==> config.mk <==
export PLATFORM = sky130hd
export DESIGN_NAME = binary_diff_patch_apply_core_flat
export DESIGN_NICKNAME = d
export VERILOG_FILES = /design/src/bdp_pkg.sv /design/src/bdp_channels.sv /design/src/bdp_decode.sv /design/src/bdp_state.sv /design/src/binary_diff_patch_apply_core.sv /design/src/flat_wrapper.sv
export SDC_FILE = /design/constraint.sdc
export NUM_CORES = 2
export LEC_CHECK = 0
export ABC_AREA = 1
export BUFFER_PORTS_ARGS = -buffer_cell sky130_fd_sc_hd__clkbuf_2
export CORE_ASPECT_RATIO = 0.8
export CORE_MARGIN = 3
export CORE_UTILIZATION = 33
export CTS_BUF_LIST = sky130_fd_sc_hd__clkbuf_16
export CTS_CLUSTER_DIAMETER = 200
export DETAILED_ROUTE_END_ITERATION = 12
export SLEW_MARGIN = 20
export SYNTH_ARGS = -nofsm -noshare
export SYNTH_HDL_FRONTEND = slang
export SYNTH_HIERARCHICAL = 1
export SYNTH_SLANG_ARGS = --single-unit
==> constraint.sdc <==
create_clock -name clock -period 44.6 [get_ports clock]
set_input_delay 8.92 -clock clock [delete_from_list [all_inputs] [get_ports clock]]
set_output_delay 8.92 -clock clock [all_outputs]
set_load 0.02 [all_outputs]
==> src/bdp_pkg.sv <==
package bdp_pkg;

   localparam int WORD_W      = 64;
   localparam int MAG_W       = 63;
   localparam int SIZE_W      = 48;
   localparam int BYTE_W      = 8;
   localparam int OP_W        = 2;
   localparam int STATUS_W    = 2;
   localparam int CSR_INDEX_W = 8;
   localparam int CSR_DATA_W  = 64;

   localparam logic [OP_W-1:0] OP_CTRL  = 2'd0;
   localparam logic [OP_W-1:0] OP_DIFF  = 2'd1;
   localparam logic [OP_W-1:0] OP_EXTRA = 2'd2;

   localparam logic [STATUS_W-1:0] STAT_RUN       = 2'd0;
   localparam logic [STATUS_W-1:0] STAT_DONE      = 2'd1;
   localparam logic [STATUS_W-1:0] STAT_ERR_ORDER = 2'd2;
   localparam logic [STATUS_W-1:0] STAT_ERR_LEN   = 2'd3;

   localparam logic [CSR_INDEX_W-1:0] CSR_NEW_SIZE = 8'd0;
   localparam logic [CSR_INDEX_W-1:0] CSR_OLD_SIZE = 8'd1;

   typedef enum logic [2:0] {
      PH_CTRL,
      PH_DIFF,
      PH_EXTRA,
      PH_DONE,
      PH_ERR_ORDER,
      PH_ERR_LEN
   } phase_type;

   typedef struct packed {
      logic [OP_W-1:0]   operation;
      logic [WORD_W-1:0] diff_len_raw;
      logic [WORD_W-1:0] extra_len_raw;
      logic [WORD_W-1:0] seek_raw;
      logic [BYTE_W-1:0] data_byte;
      logic [BYTE_W-1:0] old_byte;
   } item_type;

   typedef struct packed {
      logic              len_bad;
      logic [SIZE_W-1:0] diff_len;
      logic [SIZE_W-1:0] extra_len;
      logic [WORD_W-1:0] seek;
   } ctrl_type;

   typedef struct packed {
      logic [BYTE_W-1:0]   out_byte;
      logic                out_valid;
      logic [STATUS_W-1:0] status;
      logic [WORD_W-1:0]   old_addr;
      logic [SIZE_W-1:0]   new_pos;
   } result_type;

endpackage

==> src/bdp_channels.sv <==
interface bdp_req_if;
   logic                          valid;
   logic                          ready;
   logic [bdp_pkg::OP_W-1:0]      operation;
   logic [bdp_pkg::WORD_W-1:0]    diff_len_raw;
   logic [bdp_pkg::WORD_W-1:0]    extra_len_raw;
   logic [bdp_pkg::WORD_W-1:0]    seek_raw;
   logic [bdp_pkg::BYTE_W-1:0]    data_byte;
   logic [bdp_pkg::BYTE_W-1:0]    old_byte;

   modport source (output valid, operation, diff_len_raw, extra_len_raw, seek_raw,
                   data_byte, old_byte, input ready);
   modport sink (input valid, operation, diff_len_raw, extra_len_raw, seek_raw,
                 data_byte, old_byte, output ready);
endinterface

interface bdp_rsp_if;
   logic                              valid;
   logic                              ready;
   logic [bdp_pkg::BYTE_W-1:0]        out_byte;
   logic                              out_valid;
   logic [bdp_pkg::STATUS_W-1:0]      status;
   logic signed [bdp_pkg::WORD_W-1:0] old_addr;
   logic [bdp_pkg::SIZE_W-1:0]        new_pos;

   modport source (output valid, out_byte, out_valid, status, old_addr, new_pos,
                   input ready);
   modport sink (input valid, out_byte, out_valid, status, old_addr, new_pos,
                 output ready);
endinterface

interface bdp_csr_if;
   logic                              valid;
   logic                              ready;
   logic [bdp_pkg::CSR_INDEX_W-1:0]   index;
   logic [bdp_pkg::CSR_DATA_W-1:0]    data;

   modport source (output valid, index, data, input ready);
   modport sink (input valid, index, data, output ready);
endinterface

==> src/bdp_decode.sv <==
module bdp_decode (
   input  bdp_pkg::item_type                 item,
   input  logic [bdp_pkg::SIZE_W-1:0]        new_size,
   input  logic [bdp_pkg::SIZE_W-1:0]        new_position,
   output bdp_pkg::ctrl_type                 ctrl
);

   localparam int SW = bdp_pkg::SIZE_W;
   localparam int MW = bdp_pkg::MAG_W;
   localparam int WW = bdp_pkg::WORD_W;

   logic [MW-1:0] dmag;
   logic [MW-1:0] emag;
   logic [MW-1:0] smag;
   logic          d_neg;
   logic          e_neg;
   logic [SW-1:0] room;
   logic [SW:0]   len_sum;

   assign dmag = item.diff_len_raw[MW-1:0];
   assign emag = item.extra_len_raw[MW-1:0];
   assign smag = item.seek_raw[MW-1:0];

   // negative zero is a plain zero
   assign d_neg = item.diff_len_raw[WW-1] && (dmag != '0);
   assign e_neg = item.extra_len_raw[WW-1] && (emag != '0);

   assign room    = (new_size > new_position) ? (new_size - new_position) : '0;
   assign len_sum = {1'b0, dmag[SW-1:0]} + {1'b0, emag[SW-1:0]};

   always_comb begin
      ctrl.len_bad   = d_neg || e_neg || (|dmag[MW-1:SW]) || (|emag[MW-1:SW]) ||
                       (dmag[SW-1:0] > room) || (len_sum > {1'b0, room});
      ctrl.diff_len  = dmag[SW-1:0];
      ctrl.extra_len = emag[SW-1:0];
      ctrl.seek      = item.seek_raw[WW-1] ? (WW'(0) - {1'b0, smag}) : {1'b0, smag};
   end

endmodule

==> src/bdp_state.sv <==
module bdp_state (
   input  logic                               clock,
   input  logic                               reset,
   input  logic                               item_fire,
   input  bdp_pkg::item_type                  item,
   input  logic                               rsp_take,
   input  logic                               csr_wr,
   input  logic [bdp_pkg::CSR_INDEX_W-1:0]    csr_index,
   input  logic [bdp_pkg::CSR_DATA_W-1:0]     csr_data,
   output logic                               result_valid,
   output bdp_pkg::result_type                result
);

   localparam int SW = bdp_pkg::SIZE_W;
   localparam int WW = bdp_pkg::WORD_W;

   bdp_pkg::phase_type  phase_ff, phase_in;
   logic [SW-1:0]       diff_left_ff, diff_left_in;
   logic [SW-1:0]       extra_left_ff, extra_left_in;
   logic [WW-1:0]       seek_ff, seek_in;
   logic [WW-1:0]       old_position_ff, old_position_in;
   logic [SW-1:0]       new_position_ff, new_position_in;
   logic [SW-1:0]       new_size_ff, new_size_in;
   logic [SW-1:0]       old_size_ff, old_size_in;
   logic                result_valid_ff, result_valid_in;
   bdp_pkg::result_type result_ff, result_in;

   bdp_pkg::ctrl_type   ctrl;
   logic [SW-1:0]       new_pos_inc;
   logic                old_in_range;
   logic [bdp_pkg::BYTE_W-1:0] old_eff;

   function automatic bdp_pkg::phase_type settle(input logic [SW-1:0] pos,
                                                 input logic [SW-1:0] size);
      return (pos >= size) ? bdp_pkg::PH_DONE : bdp_pkg::PH_CTRL;
   endfunction

   function automatic logic [bdp_pkg::STATUS_W-1:0] status_of(input bdp_pkg::phase_type ph);
      logic [bdp_pkg::STATUS_W-1:0] st;
      case (ph)
         bdp_pkg::PH_DONE:      st = bdp_pkg::STAT_DONE;
         bdp_pkg::PH_ERR_ORDER: st = bdp_pkg::STAT_ERR_ORDER;
         bdp_pkg::PH_ERR_LEN:   st = bdp_pkg::STAT_ERR_LEN;
         default:               st = bdp_pkg::STAT_RUN;
      endcase
      return st;
   endfunction

   bdp_decode u_decode (
      .item         (item),
      .new_size     (new_size_ff),
      .new_position (new_position_ff),
      .ctrl         (ctrl)
   );

   assign new_pos_inc  = new_position_ff + SW'(1);
   // negative positions and positions at or past the old size read as zero
   assign old_in_range = !old_position_ff[WW-1] && (old_position_ff[WW-2:SW] == '0) &&
                         (old_position_ff[SW-1:0] < old_size_ff);
   assign old_eff      = old_in_range ? item.old_byte : '0;

   always_comb begin
      phase_in        = phase_ff;
      diff_left_in    = diff_left_ff;
      extra_left_in   = extra_left_ff;
      seek_in         = seek_ff;
      old_position_in = old_position_ff;
      new_position_in = new_position_ff;
      new_size_in     = new_size_ff;
      old_size_in     = old_size_ff;
      result_in       = result_ff;
      result_valid_in = item_fire ? 1'b1 : (rsp_take ? 1'b0 : result_valid_ff);

      if (csr_wr) begin
         if (csr_index == bdp_pkg::CSR_NEW_SIZE) begin
            new_size_in = csr_data[SW-1:0];
         end else if (csr_index == bdp_pkg::CSR_OLD_SIZE) begin
            old_size_in = csr_data[SW-1:0];
         end
      end

      if (item_fire) begin
         result_in.out_byte  = '0;
         result_in.out_valid = 1'b0;
         case (phase_ff)
            bdp_pkg::PH_CTRL: begin
               if (item.operation != bdp_pkg::OP_CTRL) begin
                  phase_in = bdp_pkg::PH_ERR_ORDER;
               end else if (ctrl.len_bad) begin
                  phase_in = bdp_pkg::PH_ERR_LEN;
               end else begin
                  diff_left_in  = ctrl.diff_len;
                  extra_left_in = ctrl.extra_len;
                  seek_in       = ctrl.seek;
                  if (ctrl.diff_len != '0) begin
                     phase_in = bdp_pkg::PH_DIFF;
                  end else if (ctrl.extra_len != '0) begin
                     phase_in = bdp_pkg::PH_EXTRA;
                  end else begin
                     // empty triple: seek at once
                     old_position_in = old_position_ff + ctrl.seek;
                     phase_in        = settle(new_position_ff, new_size_ff);
                  end
               end
            end
            bdp_pkg::PH_DIFF: begin
               if (item.operation != bdp_pkg::OP_DIFF) begin
                  phase_in = bdp_pkg::PH_ERR_ORDER;
               end else begin
                  result_in.out_byte  = item.data_byte + old_eff;
                  result_in.out_valid = 1'b1;
                  new_position_in     = new_pos_inc;
                  diff_left_in        = diff_left_ff - SW'(1);
                  if (diff_left_ff != SW'(1)) begin
                     old_position_in = old_position_ff + WW'(1);
                  end else if (extra_left_ff != '0) begin
                     old_position_in = old_position_ff + WW'(1);
                     phase_in        = bdp_pkg::PH_EXTRA;
                  end else begin
                     old_position_in = old_position_ff + WW'(1) + seek_ff;
                     phase_in        = settle(new_pos_inc, new_size_ff);
                  end
               end
            end
            bdp_pkg::PH_EXTRA: begin
               if (item.operation != bdp_pkg::OP_EXTRA) begin
                  phase_in = bdp_pkg::PH_ERR_ORDER;
               end else begin
                  result_in.out_byte  = item.data_byte;
                  result_in.out_valid = 1'b1;
                  new_position_in     = new_pos_inc;
                  extra_left_in       = extra_left_ff - SW'(1);
                  if (extra_left_ff == SW'(1)) begin
                     old_position_in = old_position_ff + seek_ff;
                     phase_in        = settle(new_pos_inc, new_size_ff);
                  end
               end
            end
            default: begin
               // finished or error held: drop the item
            end
         endcase
         result_in.status   = status_of(phase_in);
         result_in.old_addr = old_position_in;
         result_in.new_pos  = new_position_in;
      end else if (csr_wr && (phase_ff inside {bdp_pkg::PH_CTRL, bdp_pkg::PH_DONE})) begin
         phase_in = settle(new_position_ff, new_size_in);
      end
   end

   always_ff @(posedge clock) begin
      if (reset) begin
         phase_ff        <= bdp_pkg::PH_DONE;
         diff_left_ff    <= '0;
         extra_left_ff   <= '0;
         old_position_ff <= '0;
         new_position_ff <= '0;
         new_size_ff     <= '0;
         old_size_ff     <= '0;
         result_valid_ff <= 1'b0;
      end else begin
         phase_ff        <= phase_in;
         diff_left_ff    <= diff_left_in;
         extra_left_ff   <= extra_left_in;
         old_position_ff <= old_position_in;
         new_position_ff <= new_position_in;
         new_size_ff     <= new_size_in;
         old_size_ff     <= old_size_in;
         result_valid_ff <= result_valid_in;
      end
   end

   always_ff @(posedge clock) begin
      seek_ff   <= seek_in;
      result_ff <= result_in;
   end

   assign result_valid = result_valid_ff;
   assign result       = result_ff;

   a_error_sticky: assert property (@(posedge clock) disable iff (reset)
      (phase_ff == bdp_pkg::PH_ERR_ORDER || phase_ff == bdp_pkg::PH_ERR_LEN)
      |=> phase_ff == $past(phase_ff))
      else $error("held error phase changed");

   a_byte_not_in_error: assert property (@(posedge clock) disable iff (reset)
      result_valid_ff && result_ff.out_valid
      |-> (result_ff.status == bdp_pkg::STAT_RUN || result_ff.status == bdp_pkg::STAT_DONE))
      else $error("file byte delivered with error status");

   a_idle_byte_zero: assert property (@(posedge clock) disable iff (reset)
      result_valid_ff && !result_ff.out_valid |-> result_ff.out_byte == '0)
      else $error("nonzero byte without out_valid");

   a_pos_advance: assert property (@(posedge clock) disable iff (reset)
      item_fire && ((phase_ff == bdp_pkg::PH_DIFF && item.operation == bdp_pkg::OP_DIFF) ||
                    (phase_ff == bdp_pkg::PH_EXTRA && item.operation == bdp_pkg::OP_EXTRA))
      |=> new_position_ff == $past(new_position_ff) + SW'(1))
      else $error("new position did not advance by one");

endmodule

==> src/binary_diff_patch_apply_core.sv <==
// Applies a decompressed bsdiff40 patch stream to an old file one item at a time: control
// triples, diff bytes (added to the old byte at old_addr, zero outside the old file) and
// extra bytes. Every accepted item yields exactly one result item, and the block takes one
// item per clock cycle when the result side keeps up; each item passes through the
// input register and the result register. The rate is set by the per-item update of
// the patch state (phase, counters and positions) in the state stage. The old byte carried
// by a diff item must be the one at the old_addr reported by the previous result. The
// configuration port is always ready; write new_size and old_size only while no item is
// in flight.
module binary_diff_patch_apply_core (
   input  logic       clock,
   input  logic       reset,
   bdp_req_if.sink    req_if,
   bdp_rsp_if.source  rsp_if,
   bdp_csr_if.sink    csr_if
);

   logic                s1_valid_ff, s1_valid_in;
   bdp_pkg::item_type   s1_item_ff, s1_item_in;
   logic                advance;
   logic                item_fire;
   logic                req_take;
   logic                rsp_take;
   logic                result_valid;
   bdp_pkg::result_type result;

   assign advance   = !result_valid || rsp_if.ready;
   assign item_fire = s1_valid_ff && advance;
   assign req_take  = req_if.valid && req_if.ready;
   assign rsp_take  = rsp_if.valid && rsp_if.ready;

   assign req_if.ready = !s1_valid_ff || advance;
   assign csr_if.ready = 1'b1;

   always_comb begin
      s1_valid_in = req_take ? 1'b1 : (item_fire ? 1'b0 : s1_valid_ff);
      s1_item_in  = s1_item_ff;
      if (req_take) begin
         s1_item_in.operation     = req_if.operation;
         s1_item_in.diff_len_raw  = req_if.diff_len_raw;
         s1_item_in.extra_len_raw = req_if.extra_len_raw;
         s1_item_in.seek_raw      = req_if.seek_raw;
         s1_item_in.data_byte     = req_if.data_byte;
         s1_item_in.old_byte      = req_if.old_byte;
      end
   end

   always_ff @(posedge clock) begin
      if (reset) begin
         s1_valid_ff <= 1'b0;
      end else begin
         s1_valid_ff <= s1_valid_in;
      end
   end

   always_ff @(posedge clock) begin
      s1_item_ff <= s1_item_in;
   end

   bdp_state u_state (
      .clock        (clock),
      .reset        (reset),
      .item_fire    (item_fire),
      .item         (s1_item_ff),
      .rsp_take     (rsp_take),
      .csr_wr       (csr_if.valid && csr_if.ready),
      .csr_index    (csr_if.index),
      .csr_data     (csr_if.data),
      .result_valid (result_valid),
      .result       (result)
   );

   assign rsp_if.valid     = result_valid;
   assign rsp_if.out_byte  = result.out_byte;
   assign rsp_if.out_valid = result.out_valid;
   assign rsp_if.status    = result.status;
   assign rsp_if.old_addr  = $signed(result.old_addr);
   assign rsp_if.new_pos   = result.new_pos;

endmodule

==> src/flat_wrapper.sv <==
// flat-port wrapper written by rule: the top's interface ports become plain ports
module binary_diff_patch_apply_core_flat 
  (clock, reset, req_if_valid, req_if_operation, req_if_diff_len_raw, req_if_extra_len_raw, req_if_seek_raw, req_if_data_byte, req_if_old_byte, req_if_ready, rsp_if_valid, rsp_if_out_byte, rsp_if_out_valid, rsp_if_status, rsp_if_old_addr, rsp_if_new_pos, rsp_if_ready, csr_if_valid, csr_if_index, csr_if_data, csr_if_ready);
  bdp_req_if req_if_i ();
  bdp_rsp_if rsp_if_i ();
  bdp_csr_if csr_if_i ();
  input  logic clock;
  input  logic reset;
  input wire logic [$bits(req_if_i.valid)-1:0] req_if_valid;
  input wire logic [$bits(req_if_i.operation)-1:0] req_if_operation;
  input wire logic [$bits(req_if_i.diff_len_raw)-1:0] req_if_diff_len_raw;
  input wire logic [$bits(req_if_i.extra_len_raw)-1:0] req_if_extra_len_raw;
  input wire logic [$bits(req_if_i.seek_raw)-1:0] req_if_seek_raw;
  input wire logic [$bits(req_if_i.data_byte)-1:0] req_if_data_byte;
  input wire logic [$bits(req_if_i.old_byte)-1:0] req_if_old_byte;
  output wire logic [$bits(req_if_i.ready)-1:0] req_if_ready;
  output wire logic [$bits(rsp_if_i.valid)-1:0] rsp_if_valid;
  output wire logic [$bits(rsp_if_i.out_byte)-1:0] rsp_if_out_byte;
  output wire logic [$bits(rsp_if_i.out_valid)-1:0] rsp_if_out_valid;
  output wire logic [$bits(rsp_if_i.status)-1:0] rsp_if_status;
  output wire logic [$bits(rsp_if_i.old_addr)-1:0] rsp_if_old_addr;
  output wire logic [$bits(rsp_if_i.new_pos)-1:0] rsp_if_new_pos;
  input wire logic [$bits(rsp_if_i.ready)-1:0] rsp_if_ready;
  input wire logic [$bits(csr_if_i.valid)-1:0] csr_if_valid;
  input wire logic [$bits(csr_if_i.index)-1:0] csr_if_index;
  input wire logic [$bits(csr_if_i.data)-1:0] csr_if_data;
  output wire logic [$bits(csr_if_i.ready)-1:0] csr_if_ready;
  assign req_if_i.valid = req_if_valid;
  assign req_if_i.operation = req_if_operation;
  assign req_if_i.diff_len_raw = req_if_diff_len_raw;
  assign req_if_i.extra_len_raw = req_if_extra_len_raw;
  assign req_if_i.seek_raw = req_if_seek_raw;
  assign req_if_i.data_byte = req_if_data_byte;
  assign req_if_i.old_byte = req_if_old_byte;
  assign req_if_ready = req_if_i.ready;
  assign rsp_if_valid = rsp_if_i.valid;
  assign rsp_if_out_byte = rsp_if_i.out_byte;
  assign rsp_if_out_valid = rsp_if_i.out_valid;
  assign rsp_if_status = rsp_if_i.status;
  assign rsp_if_old_addr = rsp_if_i.old_addr;
  assign rsp_if_new_pos = rsp_if_i.new_pos;
  assign rsp_if_i.ready = rsp_if_ready;
  assign csr_if_i.valid = csr_if_valid;
  assign csr_if_i.index = csr_if_index;
  assign csr_if_i.data = csr_if_data;
  assign csr_if_ready = csr_if_i.ready;
  binary_diff_patch_apply_core u_core (.clock(clock), .reset(reset), .req_if(req_if_i), .rsp_if(rsp_if_i), .csr_if(csr_if_i));
endmodule
After elaboration in Yosys (flattened, before gate mapping)
Index checks and enable logic that the tools add are counted.
Widths: inputs -> output; s select.
{"block": "totals", "ff_bits": 706, "in_bits": 287, "wordCells": 146}
{"block": "op_classes", "add_sub_neg": 11, "n_lt_le_gt_ge": 7, "n_eq_ne": 15, "n_mux": 50, "n_bitwise": 3, "n_reduce_logical": 39}
{"operator": "$mux 64", "count": 10}
{"operator": "$mux 48", "count": 11}
{"operator": "$pmux 48 s2", "count": 3}
{"operator": "$add 64x64->64", "count": 3}
{"operator": "$pmux 64 s3", "count": 1}
{"operator": "$ge 48x48->1", "count": 3}
{"operator": "$reduce_bool 48->1", "count": 3}
{"operator": "$reduce_bool 63->1", "count": 2}
{"operator": "$gt 48x48->1", "count": 2}
{"operator": "$sub 48x1->48 const B", "count": 2}
{"operator": "$add 64x1->64 const B", "count": 1}
{"operator": "$sub 1x63->64 const A", "count": 1}
{"operator": "$add 48x48->49", "count": 1}
{"operator": "$gt 49x48->1", "count": 1}
{"operator": "$add 48x1->48 const B", "count": 1}
{"operator": "$eq 48x1->1 const B", "count": 1}
{"operator": "$lt 48x48->1", "count": 1}
{"operator": "$ne 48x1->1 const B", "count": 1}
{"operator": "$sub 48x48->48", "count": 1}
{"operator": "$reduce_or 15->1", "count": 2}
{"operator": "$mux 3", "count": 9}
{"operator": "$mux 9", "count": 2}
{"operator": "$pmux 9 s2", "count": 1}
{"operator": "$logic_not 15->1", "count": 1}
{"operator": "other kinds (22)", "count": 61}

Depth between registers and ports, before layout
{"block": "depth", "word_depth": 13, "depth_mapped": 48}

Cells and area by module
The synthesis kept the hierarchy.
{"mod": "bdp_state", "instances": 1, "cells_each": 7333, "area_each_um2": 46377.0, "seq_area_each_um2": 11781.3}
{"mod": "bdp_decode", "instances": 1, "cells_each": 2179, "area_each_um2": 12167.9, "seq_area_each_um2": 0.0}
{"mod": "binary_diff_patch_apply_core", "instances": 1, "cells_each": 222, "area_each_um2": 6386.1, "seq_area_each_um2": 6326.1}

Worst setup path after synthesis
No wires, ideal clock.
{"block": "synth_timing", "path_kind": "input to register", "from": "input port rsp_if_ready", "to": "register u_core.u_state.seek_ff[0], enable pin", "arrival_time_ns": 26.066, "t_required_ns": 43.956, "slack_ns": 17.891, "stages": 6, "cell_sequence": "inv_1 -> a21boi_0 -> inv_1 -> clkbuf_1 -> clkbuf_1 -> nor4_1"}
{"block": "synth_via", "elab_chain_len": 3}
{"element": "start, declared", "line_no": "flat_wrapper.sv:23", "text": "input wire logic [$bits(rsp_if_i.ready)-1:0] rsp_if_ready;"}
{"element": "$logic_or 1x1->1", "line_no": "binary_diff_patch_apply_core.sv:27", "text": "assign advance = !result_valid || rsp_if.ready;"}
{"element": "$logic_and 1x1->1", "line_no": "binary_diff_patch_apply_core.sv:28", "text": "assign item_fire = s1_valid_ff && advance;"}
{"element": "named net u_core.item_fire", "line_no": "binary_diff_patch_apply_core.sv:21", "text": "logic item_fire;"}
{"element": "$reduce_and 4->1 (no source line)"}
{"element": "end signal, assigned", "line_no": "bdp_state.sv:174", "text": "seek_ff <= seek_in;"}
{"element": "end, declared", "line_no": "bdp_state.sv:20", "text": "logic [WW-1:0] seek_ff, seek_in;"}
The timed path passes the listed nets, and every way through them passes these cells.
A chain may end at the register's enable or synchronous reset.

Final worst setup path
{"block": "layout_timing", "from": "input port rsp_if_ready", "to": "output port req_if_ready"}
{"block": "layout_via", "elab_chain_len": 2}
{"element": "$logic_or 1x1->1", "line_no": "binary_diff_patch_apply_core.sv:27"}
{"element": "$logic_or 1x1->1", "line_no": "binary_diff_patch_apply_core.sv:32", "text": "assign req_if.ready = !s1_valid_ff || advance;"}
{"element": "end, declared", "line_no": "flat_wrapper.sv:16", "text": "output wire logic [$bits(req_if_i.ready)-1:0] req_if_ready;"}
No other way between the ends.

==> summary.txt <==
status: finished, final reports clean
Slew @ Worst Pin: 1.187 ns
syn_nets: 10610
leading area contributor after synthesis: edfxtp_1
CP max FO: 3
# IOs: 413
unrepaired setup endpoints after global routing: no
CTS tree: built
r2r setup slk: 35.91 ns
Final Non-Filler Cells: 12610
layout cell share with drive strength beyond 1: 7.688%
Seq/Total Area, Yosys: 27.89%
setup slack after layout: 26.27 ns
antenna-violating nets left: 0
Final nets: 10850
worst-skew pair later-pin latency: 0.74 ns
library cells used by synthesis: 72
Area contributors post-synth: edfxtp_1, nand2_1, ha_1, dfxtp_1, inv_1
total track usage: 29.59%
final RePlAce weighted congestion: 1.050
antenna violations before repair: 27
total global routing overflow: 0
slew margin rel.: 20.04%
crit path launch type: primary input
worst endpoint data arrival time: 9.41 ns
1st-iter DRT viols: 7967
Worst VDD drop: 0.02709 mV
FP Rows: 144
Hold Crit Class: reg2reg
DR vias: 68870
area of the mapped netlist: 64930 um^2
largest net degree at the start of global routing: 160
setup bufs post-CTS: 0
router iterations before antenna repair: 6
final critical-path share of the clock period: 41.09%
most frequent cell after synthesis: nand2_1
minimum clock period: 18.33 ns
H-tree lvl count: 3
yosys warns: 6
CP Capture Type: output pin
Max Root-Sink Buffers: 3
Post-DP Area: 68960 um^2
Setup TNS: 0 ns
final wirelength: 311200 um
Wirelength per Cell: 24.68 um
Synth Register Bits: 706
Root Driver: clkbuf_16
syn avg cell area: 6.671 um^2
vias in the first global route: 63470
cts hold-fix bufs: 0
# DRC: 0
Initial Util: 33.46%
Worst-path clk slew: 0.06 ns
top_reg_cell synth: edfxtp_1
Max Cap Viol: 0
Post-synth EDFFs: 397
Filler Cells Inserted: 20820
area grow syn2layout: 11.01%
post_cts resized: 0
Reg2Reg Launch Point: u_core/u_state/new_position_ff[13]$_SDFFE_PP0P_
Worst Path Required: 35.68 ns
Die Width: 501.9 um
pre-CTS WS: 26.28 ns
die height: 402.7 um
first-pass GRT wire length: 439500 um
Clock Sinks: 706
synth cell count leaders: nand2_1, inv_1, nor2_1
Detail Placement HPWL: 258600 um
vias per cell: 5.464
core box area: 194000 um^2
Post-synth ARST share: 0%
Pwr Density: 32.15 nW/um^2
Worst Clk Skew: 0.04963 ns
leakage: 32.76 nW
Worst Setup Path Type: in2out
Hold Violations, Final: 0
CTS Buf Count: 85
max frequency: 0.05457 GHz
hold wc startpoint: u_core/u_state/extra_left_ff[5]$_SDFFE_PP0P_
top cell type's share of synthesized area: 18.36%
Critical R2R Capture: u_core/u_state/result[64]$_DFFE_PP_
# setup viols final: 0
final slew viol count: 0
hold path depth: 2
total power: 2.318 mW
Final Cell Area: 72080 um^2
Mapped Cells: 9734
FF-to-FF path depth: 36
Die ar.: 202200 um^2
Port Buffers: 395
hold endpoint: u_core/u_state/extra_left_ff[5]$_SDFFE_PP0P_
DP Cell Count: 12440
-- state kept, by name, summed over array words and instances, names as in the netlist --
name	flops
u_core/u_state/result	123
u_core/u_state/seek_ff	64
u_core/s1_item_ff	210
u_core/u_state/phase_ff	3
u_core/s1_valid_ff	1
u_core/u_state/old_size_ff	48
u_core/u_state/new_size_ff	48
u_core/u_state/extra_left_ff	48
u_core/u_state/result_valid	1
u_core/u_state/old_position_ff	64
u_core/u_state/diff_left_ff	48
u_core/u_state/new_position_ff	48
-- where the power goes --
| part | switching, mW | internal, mW | total, mW |
|---|---|---|---|
| Sequential | 0.0513 | 0.727 | 0.778 |
| Combinational | 0.546 | 0.230 | 0.776 |
| Clock | 0.319 | 0.444 | 0.763 |
-- critical path: stages --
cell      delay [ns]
clkbuf_2        0.09
inv_1           0.11
nand3_2         0.11
clkbuf_2        0.17
-- layer usage --
metal / up-vias / track usage (%) / wire length, um
met3: 596 / 6.024 / 26980
met5: - / 0 / 182
met1: 32320 / 39.79 / 133600
li1: 32790 / - / -
met4: 26 / 13.39 / 16560
met2: 3141 / 45.49 / 133800
-- placed cells by master, fill, tap and decap left out, drive strengths merged, types with 13 or more instances in the layout --
cell and instances:
nand3 469, a31oi 33, o21bai 69, nor2 1337, a21oi 897, xnor2 88, clkbuf 483, o211ai 56
a211oi 13, a21boi 14, nand3b 14, inv 1372, nor4 88, o21ai 752, a21o 46, edfxtp 397
dfxtp 309, ha 586, nand2 2115, clkinv 35, or2 28, buf 61, nand4 182, o21a 25
bufinv 14, nor3 215, xor2 257
-- how the worst max path moves through the flow --
stage	from	to	slack, ns	depth (start not counted)
3_5_place_dp	rsp_if_ready	req_if_ready	26.28	4
2_1_floorplan	rsp_if_ready	u_core/u_state/seek_ff[0]$_DFFE_PP_	17.89	6
4_1_cts	rsp_if_ready	req_if_ready	26.27	4
3_3_place_gp	rsp_if_ready	req_if_ready	26.28	4
6_report	rsp_if_ready	req_if_ready	26.27	4
5_1_grt	rsp_if_ready	req_if_ready	26.25	4
-- layout make-up --
class,count,area [um^2],share of cell area (%)
clock inverters,71,842.1,1.168
multi-input cells,7362,40100,55.63
flip-flops and latches,706,18110,25.12
inverters,1359,5119,7.101
diodes,8,20.02,0.02777
clock buffers,88,2202,3.055
repair buffers,456,2496,3.463
well taps,2555,3197,4.435
-- stage by stage --
stage | util, % | hold WS [ns]
floorplan | - | 0.4433
global placement | 35.54 | 0.4531
detailed placement | 35.54 | 0.4552
CTS | 37.11 | 0.4646
global route | 37.14 | 0.4856
finish | 37.15 | 0.4681
-- cell families after synthesis --
| logic type | synth area share (%) |
|---|---|
| adder cells (fa/ha/maj) | 11.48 |
| flip-flops | 27.89 |
| AO/OA/AOI/OAI | 16.24 |
| other | 0.005775 |
| XOR/XNOR | 4.654 |
| buffers and inverters | 10.43 |
| AND/OR/NAND/NOR | 29.31 |
(Power assumes the default switching activity.)
